### src/hdl/mavg_pkg.sv
package mavg_pkg;

  // default window limit
  localparam int MAX_TAPS_DEF = 64;

  // fixed field widths
  localparam int SAMPLE_W  = 16;
  localparam int TAP_CFG_W = 7;

  // register port
  localparam int PADDR_W = 2;
  localparam int PDATA_W = 32;
  localparam logic [PADDR_W-1:0] ADDR_TAP_COUNT = 2'd0;

  typedef enum logic [1:0] {
    ST_IDLE,
    ST_LOAD,
    ST_DIV,
    ST_OUT
  } state_t;

  // divider status toward the sequencer
  typedef struct packed {
    logic busy;
    logic done;
  } div_stat_t;

endpackage

### src/hdl/mavg_div.sv
module mavg_div #(
  parameter int SUM_W = 22,
  parameter int TC_W  = 7
) (
  input  logic                                 clk,
  input  logic                                 rst_n,
  input  logic                                 start,
  input  logic signed [SUM_W-1:0]              total,
  input  logic [TC_W-1:0]                      divisor,
  output mavg_pkg::div_stat_t                  stat,
  output logic signed [mavg_pkg::SAMPLE_W-1:0] quotient
);

  localparam int CNT_W = $clog2(SUM_W + 1);
  localparam int SW    = mavg_pkg::SAMPLE_W;
  localparam logic [SUM_W-1:0] POS_LIM = SUM_W'((2 ** (SW - 1)) - 1);
  localparam logic [SUM_W-1:0] NEG_LIM = SUM_W'(2 ** (SW - 1));

  // restoring division, one quotient bit per cycle, MSB first
  logic [SUM_W-1:0] mag_r, mag_nxt;
  logic [TC_W-1:0]  rem_r, rem_nxt;
  logic [CNT_W-1:0] cnt_r;
  logic             neg_r;
  logic             busy_r;
  logic             done_r;
  logic [TC_W:0]    trial;
  logic             fits;

  always_comb begin
    trial   = {rem_r, mag_r[SUM_W-1]};
    fits    = trial >= {1'b0, divisor};
    rem_nxt = fits ? TC_W'(trial - {1'b0, divisor}) : TC_W'(trial);
    mag_nxt = {mag_r[SUM_W-2:0], fits};
  end

  always_ff @(posedge clk) begin
    if (!rst_n) begin
      busy_r <= 1'b0;
      done_r <= 1'b0;
      cnt_r  <= '0;
    end else begin
      done_r <= 1'b0;
      if (start) begin
        busy_r <= 1'b1;
        cnt_r  <= CNT_W'(SUM_W);
      end else if (busy_r) begin
        cnt_r <= cnt_r - 1'b1;
        if (cnt_r == CNT_W'(1)) begin
          busy_r <= 1'b0;
          done_r <= 1'b1;
        end
      end
    end
  end

  always_ff @(posedge clk) begin
    if (start) begin
      mag_r <= total[SUM_W-1] ? SUM_W'(-total) : SUM_W'(total);
      neg_r <= total[SUM_W-1];
      rem_r <= '0;
    end else if (busy_r) begin
      mag_r <= mag_nxt;
      rem_r <= rem_nxt;
    end
  end

  // sign restore and clamp to the sample range
  always_comb begin
    if (neg_r) begin
      quotient = (mag_r > NEG_LIM) ? SW'(NEG_LIM) : SW'(-mag_r[SW-1:0]);
    end else begin
      quotient = (mag_r > POS_LIM) ? SW'(POS_LIM) : SW'(mag_r[SW-1:0]);
    end
  end

  assign stat.busy = busy_r;
  assign stat.done = done_r;

endmodule

### src/hdl/moving_average_filter_unit.sv
// Moving-average filter over signed 16-bit audio samples.
// Input channel: in_valid / in_stall / in_sample. A transaction completes at
// a rising edge with in_valid high and in_stall low. Output channel:
// out_valid / out_stall / out_average, one result transaction per input.
// The result is the window sum (this sample plus the previous tap_count-1)
// divided by tap_count, truncated toward zero and clamped to int16.
// Register port (APB style, pready always high): tap_count at address 0.
// A write clamps the value to 1..MAX_TAPS and clears the window history
// and running sum; write it only while the block is idle.
// Flow: one sample in flight at a time; no new sample is taken until
// the last result is loaded into the output register. A sample passes
// through the LOAD state, which updates the running sum and starts the
// divider, then the DIV state, in which the bit-serial divider resolves
// one quotient bit per cycle over the SUM_W-bit window sum.
// If the receiver stalls, the finished result waits in the output
// register; the next sample is still taken and divided, and its result
// then waits in the divider with in_stall high until the register frees.
// Reset: tap_count = 1, window empty, no result pending. The history
// memory is not cleared; a fill count marks which slots hold samples.
module moving_average_filter_unit #(
  parameter int MAX_TAPS = mavg_pkg::MAX_TAPS_DEF
) (
  input  logic                                 clk,
  input  logic                                 rst_n,
  // sample input
  input  logic                                 in_valid,
  output logic                                 in_stall,
  input  logic signed [mavg_pkg::SAMPLE_W-1:0] in_sample,
  // average output
  output logic                                 out_valid,
  input  logic                                 out_stall,
  output logic signed [mavg_pkg::SAMPLE_W-1:0] out_average,
  // register port
  input  logic                                 psel,
  input  logic                                 penable,
  input  logic                                 pwrite,
  input  logic [mavg_pkg::PADDR_W-1:0]         paddr,
  input  logic [mavg_pkg::PDATA_W-1:0]         pwdata,
  output logic [mavg_pkg::PDATA_W-1:0]         prdata,
  output logic                                 pready
);

  localparam int SW     = mavg_pkg::SAMPLE_W;
  localparam int HIST_D = MAX_TAPS - 1;            // history depth
  localparam int WP_W   = $clog2(MAX_TAPS);        // ring index / fill count
  localparam int TC_W   = $clog2(MAX_TAPS + 1);    // holds 1..MAX_TAPS
  localparam int SUM_W  = SW + $clog2(MAX_TAPS);   // window sum, signed
  localparam int AW     = TC_W + 1;                // ring address arithmetic
  localparam int CMP_W  = (TC_W > mavg_pkg::TAP_CFG_W) ? TC_W : mavg_pkg::TAP_CFG_W;

  // ---------------------------------------------------------------------
  // register port
  // ---------------------------------------------------------------------
  logic              cfg_wr;
  logic [CMP_W-1:0]  cfg_val;
  logic [TC_W-1:0]   cfg_taps;
  logic [TC_W-1:0]   tc_r;

  assign pready  = 1'b1;
  assign cfg_wr  = psel && penable && pwrite && pready && (paddr == mavg_pkg::ADDR_TAP_COUNT);
  assign cfg_val = CMP_W'(pwdata[mavg_pkg::TAP_CFG_W-1:0]);

  // zero reads as one, above the limit saturates
  always_comb begin
    if (cfg_val == '0) begin
      cfg_taps = TC_W'(1);
    end else if (cfg_val > CMP_W'(MAX_TAPS)) begin
      cfg_taps = TC_W'(MAX_TAPS);
    end else begin
      cfg_taps = TC_W'(cfg_val);
    end
  end

  assign prdata = (paddr == mavg_pkg::ADDR_TAP_COUNT) ? mavg_pkg::PDATA_W'(tc_r) : '0;

  // ---------------------------------------------------------------------
  // sequencer
  // ---------------------------------------------------------------------
  mavg_pkg::state_t    state_r, state_nxt;
  mavg_pkg::div_stat_t div_stat;
  logic                accept;
  logic                div_start;
  logic                out_free;
  logic                out_load;

  assign out_free = !out_valid || !out_stall;
  assign accept   = in_valid && !in_stall;

  always_comb begin
    state_nxt = state_r;
    in_stall  = 1'b1;
    div_start = 1'b0;
    out_load  = 1'b0;
    unique case (state_r)
      mavg_pkg::ST_IDLE: begin
        in_stall = 1'b0;
        if (in_valid) begin
          state_nxt = mavg_pkg::ST_LOAD;
        end
      end
      mavg_pkg::ST_LOAD: begin
        div_start = 1'b1;
        state_nxt = mavg_pkg::ST_DIV;
      end
      mavg_pkg::ST_DIV: begin
        if (div_stat.done) begin
          if (out_free) begin
            out_load  = 1'b1;
            state_nxt = mavg_pkg::ST_IDLE;
          end else begin
            state_nxt = mavg_pkg::ST_OUT;
          end
        end
      end
      mavg_pkg::ST_OUT: begin
        // result held in the divider until the output register frees
        if (out_free) begin
          out_load  = 1'b1;
          state_nxt = mavg_pkg::ST_IDLE;
        end
      end
      default: state_nxt = mavg_pkg::ST_IDLE;
    endcase
  end

  always_ff @(posedge clk) begin
    if (!rst_n) begin
      state_r <= mavg_pkg::ST_IDLE;
    end else begin
      state_r <= state_nxt;
    end
  end

  // ---------------------------------------------------------------------
  // window: history ring, fill count, running sum
  // ---------------------------------------------------------------------
  logic signed [SW-1:0]    hist_mem [HIST_D];
  logic signed [SW-1:0]    old_r;
  logic [WP_W-1:0]         wp_r, wp_nxt;
  logic [WP_W-1:0]         fc_r;
  logic [WP_W-1:0]         old_idx;
  logic [TC_W-1:0]         back;
  logic [AW-1:0]           wp_ext;
  logic [AW-1:0]           back_ext;
  logic                    old_ok_r;
  logic signed [SUM_W-1:0] sum_r;
  logic signed [SUM_W-1:0] total_r;

  assign back     = tc_r - 1'b1;
  assign wp_ext   = AW'(wp_r);
  assign back_ext = AW'(back);
  assign wp_nxt   = (wp_r == WP_W'(HIST_D - 1)) ? '0 : wp_r + 1'b1;

  // slot of the sample leaving the window
  always_comb begin
    if (wp_ext >= back_ext) begin
      old_idx = WP_W'(wp_ext - back_ext);
    end else begin
      old_idx = WP_W'(wp_ext + AW'(HIST_D) - back_ext);
    end
  end

  // read before write: with a full window the leaving slot is the one written
  always_ff @(posedge clk) begin
    if (accept) begin
      old_r             <= hist_mem[old_idx];
      hist_mem[wp_r]    <= in_sample;
      total_r           <= sum_r + SUM_W'(in_sample);
    end
  end

  always_ff @(posedge clk) begin
    if (!rst_n) begin
      tc_r     <= TC_W'(1);
      wp_r     <= '0;
      fc_r     <= '0;
      sum_r    <= '0;
      old_ok_r <= 1'b0;
    end else if (cfg_wr) begin
      tc_r  <= cfg_taps;
      wp_r  <= '0;
      fc_r  <= '0;
      sum_r <= '0;
    end else begin
      if (accept) begin
        wp_r     <= wp_nxt;
        fc_r     <= (fc_r == WP_W'(HIST_D)) ? fc_r : fc_r + 1'b1;
        old_ok_r <= AW'(fc_r) >= back_ext;
      end
      // slots never written since the last clear count as zero
      if (state_r == mavg_pkg::ST_LOAD && back != '0) begin
        sum_r <= total_r - (old_ok_r ? SUM_W'(old_r) : SUM_W'(0));
      end
    end
  end

  // ---------------------------------------------------------------------
  // divider and output register
  // ---------------------------------------------------------------------
  logic signed [SW-1:0] quotient;
  logic                 out_valid_r;
  logic signed [SW-1:0] out_average_r;

  mavg_div #(
    .SUM_W (SUM_W),
    .TC_W  (TC_W)
  ) u_div (
    .clk      (clk),
    .rst_n    (rst_n),
    .start    (div_start),
    .total    (total_r),
    .divisor  (tc_r),
    .stat     (div_stat),
    .quotient (quotient)
  );

  always_ff @(posedge clk) begin
    if (!rst_n) begin
      out_valid_r <= 1'b0;
    end else if (out_load) begin
      out_valid_r <= 1'b1;
    end else if (!out_stall) begin
      out_valid_r <= 1'b0;
    end
  end

  always_ff @(posedge clk) begin
    if (out_load) begin
      out_average_r <= quotient;
    end
  end

  assign out_valid   = out_valid_r;
  assign out_average = out_average_r;

  // ---------------------------------------------------------------------
  // assertions
  // ---------------------------------------------------------------------
  a_fill_bound: assert property (@(posedge clk) disable iff (!rst_n)
    AW'(fc_r) <= AW'(HIST_D))
    else $error("fill count past history depth");

  a_wp_bound: assert property (@(posedge clk) disable iff (!rst_n)
    AW'(wp_r) < AW'(HIST_D))
    else $error("write pointer out of ring");

  a_accept_load: assert property (@(posedge clk) disable iff (!rst_n)
    accept |=> state_r == mavg_pkg::ST_LOAD)
    else $error("accepted sample not followed by load");

  a_start_idle_div: assert property (@(posedge clk) disable iff (!rst_n)
    div_start |-> !div_stat.busy)
    else $error("divider started while busy");

  a_out_from_div: assert property (@(posedge clk) disable iff (!rst_n)
    $rose(out_valid_r) |-> ($past(state_r) == mavg_pkg::ST_DIV ||
                            $past(state_r) == mavg_pkg::ST_OUT))
    else $error("result loaded outside of divide completion");

endmodule

### config.mk
export PLATFORM = sky130hd
export DESIGN_NAME = moving_average_filter_unit
export DESIGN_NICKNAME = d
export VERILOG_FILES = /design/src/hdl/mavg_pkg.sv /design/src/hdl/mavg_div.sv /design/src/hdl/moving_average_filter_unit.sv
export SDC_FILE = /design/constraint.sdc
export NUM_CORES = 2
export LEC_CHECK = 0
export BUFFER_PORTS_ARGS = -buffer_cell sky130_fd_sc_hd__buf_2
export CAP_MARGIN = 10
export CORE_UTILIZATION = 35
export DETAILED_ROUTE_END_ITERATION = 16
export GPL_TIMING_DRIVEN = 0
export PLACE_DENSITY_LB_ADDON = 0.08
export SYNTH_ARGS = -nofsm -noshare
export SYNTH_HDL_FRONTEND = slang
export SYNTH_SLANG_ARGS = --single-unit
### constraint.sdc
create_clock -name clk -period 6.8 [get_ports clk]
set_input_delay 0.34 -clock clk [delete_from_list [all_inputs] [get_ports clk]]
set_output_delay 0.34 -clock clk [all_outputs]
set_load 0.01 [all_outputs]
==> metrics.md <==
| Metric | Value |
|---|---|
| DR vias/cell | 6.89 |
| Async set or reset register ratio after synthesis | 0% |
| Via count of the first global-routing pass | 40500 |
| Clock transition time at the flip-flop clock pins of the worst setup and hold paths | 0.06 ns |
| Maximum fanout count along the critical path | 10 |
| Final weighted congestion in routability-driven placement | 1.03 |
| Placement Cell Area | 57200 µm² |
| Avg Inst Size Synth | 12.9 µm² |
| Yosys warning total | 0 |
| Post-route cell area | 62200 µm² |
| Routed WL per cell | 42.8 µm |
| Worst hold slack across all endpoints | 0.0365 ns |
| Overflow after GRT | 0 |
| Predominant post-synthesis flop cell | edfxtp_1 |
| Total count of hold-check failures in the final report | 0 |
| Pre-CTS setup slack | -1.31 ns |
| Internal | 14200 µW |
| Number of iterations in the first detailed-routing pass | 6 |
| Std-Cell Rows | 141 |
| Buffers and inverters on the worst path | 6 |
| Clock insertion delay at the later pin of the skew report | 0.79 ns |
| Rel. slew slack | -2.18% |
| P_leak | 0.0198 µW |
| Proportion of power drawn by flip-flops and latches | 34.4% |
| Deepest level of the CTS H-tree | 4 |
| Deepest clock path buffer count | 3 |
| Fraction of power spent switching nets | 38.5% |
| Class of the most critical setup path | flip-flop to flip-flop |
| Final Routed Wirelength | 274 mm |
| Seq/Total Area, Yosys | 64.5% |
| Power per cell area | 372 nW/µm² |
| Setup-failing EPs final | 8 |
| Fraction of the cycle the final worst path needs | 103% |
| Initial Utilization | 35.3% |
| Floorplan die width | 389 µm |
| Overall routing resource usage | 35.5% |
| First-pass GRT wire length | 359 mm |
| Critical path required time | 7.26 ns |
| Peak VDD IR | 248 µV |
| Min Clock Period, post-route | 7.03 ns |
| Post-Synthesis Cells | 4062 |
| Residual antenna-violating net count after detailed routing | 0 |
| Die Y | 389 µm |
| Slew @ Worst Pin | 1.53 ns |
| Violations in the final reports | max-capacitance violations, max-slew violations, negative setup slack |
| Total via count in the routed design | 44200 |
| I/O Pins | 108 |
| Crit start category | flip-flop |
| Maximum cell stage delay along the critical path | 0.75 ns |
| Min-delay worst type | primary input to flip-flop |
| Final Max Slew Viols | 11 |
| Clock tree from TritonCTS | built |
| Number of distinct library cells after synthesis | 85 |
| Layout overhead on the synthesized area | 18.8% |
| Crit path cell chain | inv_1, ha_1, or3b_1, o31ai_1, and4_4, buf_6, nand2b_1, nand2b_1, buf_2, buf_2, clkdlybuf4s15_1, clkbuf_2, o22ai_1, nor3_1, o21ai_0, nand3_1, a31oi_1, a211oi_2 |
| Design Power | 23100 µW |
| Register bit total from synthesis | 1144 |
| Number of buffers created by CTS | 134 |
| Core area | 148000 µm² |
| Area of the mapped netlist | 52300 µm² |
| NetSw | 8910 µW |
| Port Buffer Count | 53 |
| Count of routing violations after the opening detailed-route iteration | 7191 |
| Drc violations | 0 |
| Dominant delay contributor by cell family on the critical path | compound AO/OA/AOI/OAI gates |
| F_max | 142 MHz |
| Net count, final | 4493 |
| Layout filler cell count | 13800 |
| Worst clock skew | 0.0289 ns |
| Status | finished, violations left |
| Floorplan die area | 151000 µm² |
| Master cell of the clock root buffer | clkbuf_16 |
| HPWL after detailed placement | 187 mm |
| Proportion of power drawn by the clock network | 32.3% |
| Proportion of layout cells with a drive suffix above 1 | 14.8% |
| Antenna violations before repair | 25 |
| Max-capacitance violation count | 1 |
| Clock sink count | 1144 |
| Setup repair after global routing missed its margin | true |
| Count of flip-flops with a built-in enable after synthesis | 1085 |
| Least setup slack across all paths after layout | -0.235 ns |
| Pin count of the biggest net entering global routing | 65 |
| Element type at the critical path end | flip-flop |
| Comb pwr share | 33.3% |
| Slowest cell on the critical path | clkdlybuf4s15_1 |
| Arrival time of data at the critical path endpoint | 7.50 ns |
cells in the final DEF (no fill, tap or decap), drive strengths merged, types with 45 or more instances in the layout:
| cell | synthesis | final |
|---|---|---|
| edfxtp | 1085 | 1085 |
| o22ai | 554 | 554 |
| clkbuf | 193 | 369 |
| buf | 168 | 271 |
| o221ai | 235 | 235 |
| nor2 | 207 | 207 |
| nor3 | 195 | 195 |
| nand2 | 188 | 188 |
| o21ai | 157 | 157 |
| mux2i | 91 | 91 |
| a21oi | 80 | 80 |
| or3 | 74 | 74 |
| inv | 62 | 69 |
| ha | 66 | 66 |
| a211oi | 66 | 66 |
| dfxtp | 59 | 59 |
| o311ai | 56 | 56 |
| nand3 | 51 | 51 |
| clkinv | 2 | 45 |
kinds of logic after synthesis:
group / after synthesis / synth area share [%]
adders and majority gates: 73 / 1.81
buffers and inverters: 425 / 3.53
AOI/OAI and AO/OA: 1400 / 18.7
muxes: 124 / 2.62
other: 2 / 0.0144
xor gates and xnor gates: 75 / 1.26
and+or+nand+nor: 819 / 7.48
DFF: 1144 / 64.5
timing repair:
item	in CTS	in global routing
gates resized for setup	94	56
setup endpoints to repair	16	16
buffers inserted	0	0
hold endpoints to repair	30	0
hold buffers	11	0
area by class of cell:
cell class / instances / area (µm²) / area share [%]
Sequential cell: 1144 / 33800 / 54.3
Multi-Input combinational cell: 2517 / 17400 / 28.0
Clock buffer: 169 / 3590 / 5.78
Tap cell: 1930 / 2410 / 3.88
Timing Repair Buffer: 148 / 2030 / 3.27
Buffer: 356 / 1840 / 2.96
Clock inverter: 72 / 832 / 1.34
Inverter: 64 / 240 / 0.386
Antenna cell: 12 / 30.0 / 0.0483
worst min-delay path, stage by stage:
cell and delay (ns):
buf_2 0.10, nor3b_1 0.14, a21oi_1 0.12, nor2_1 0.05
worst paths after layout:
check                                       startpoint                endpoint  slack [ns]  cells past startpoint
worst max register to register    tc_r[0]$_SDFFE_PN1P_      old_r[5]$_DFFE_PP_       -0.23                     18
worst min register to register  sum_r[13]$_SDFFE_PP0P_  sum_r[13]$_SDFFE_PP0P_        0.48                      2
worst min-delay path                         pwdata[5]    tc_r[5]$_SDFFE_PN0P_        0.04                      4
worst max-delay path              tc_r[0]$_SDFFE_PN1P_      old_r[5]$_DFFE_PP_       -0.23                     18
metal layers:
| layer | vias to the layer above | global-route usage, % | part of all wire (%) |
|---|---|---|---|
| li1 | 17300 | - | - |
| met1 | 22100 | 45.3 | 37 |
| met2 | 3828 | 50.3 | 41 |
| met3 | 1019 | 13.1 | 14 |
| met4 | 18 | 23.1 | 8.0 |
| met5 | - | 0.478 | 0.076 |
through the flow:
step | instances | utilization [%] | setup TNS, ns
2_1_floorplan | 4086 | - | 0
3_3_place_gp | 6069 | 37.2 | -413.84
3_5_place_dp | 6150 | 38.7 | -11.06
4_1_cts | 6399 | 41.9 | 0
5_1_grt | 6400 | 42.0 | -0.0815
6_report | 6412 | 42.0 | -0.594
flip-flops by register name, summed over array words and instances (netlist names), 5 cells and up:
register	count
sum_r	22
u_div.rem_r	7
u_div.mag_r	22
u_div.cnt_r	5
wp_r	6
total_r	22
fc_r	6
out_average	16
hist_mem	1008
tc_r	7
old_r	16
power by group through the flow:
stage | registers (µW) | logic, µW | clock network [µW]
after global placement | 8120 | 6840 | 0
after floorplan | 8070 | 3310 | 0
after CTS | 7960 | 7120 | 7490
after detailed placement | 8110 | 7030 | 0
after global routing | 7980 | 7550 | 7740
final | 7960 | 7690 | 7480
Yosys cell counts, drive strengths merged (11+ instances only):
library cell,n,area (µm²)
a211o,21,184
o31ai,18,135
nand3,51,255
xor2,34,298
o211ai,41,308
ha,66,826
a211oi,66,505
o311ai,56,490
nand4,16,100
clkbuf,193,724
inv,62,233
nor2b,11,68.8
a21o,18,135
mux2,25,282
a2bb2oi,19,166
o21ai,157,790
a31oi,17,106
nor2,207,777
edfxtp,1085,32600
mux2i,91,911
buf,168,883
a21oi,80,404
o21a,20,150
o221ai,235,2060
nor3,195,986
nand2b,15,93.8
dfxtp,59,1180
or3,74,463
o22ai,554,3470
a221oi,25,244
nand2,188,708
xnor2,41,359
No activity file was read; power rests on OpenSTA's default activity.
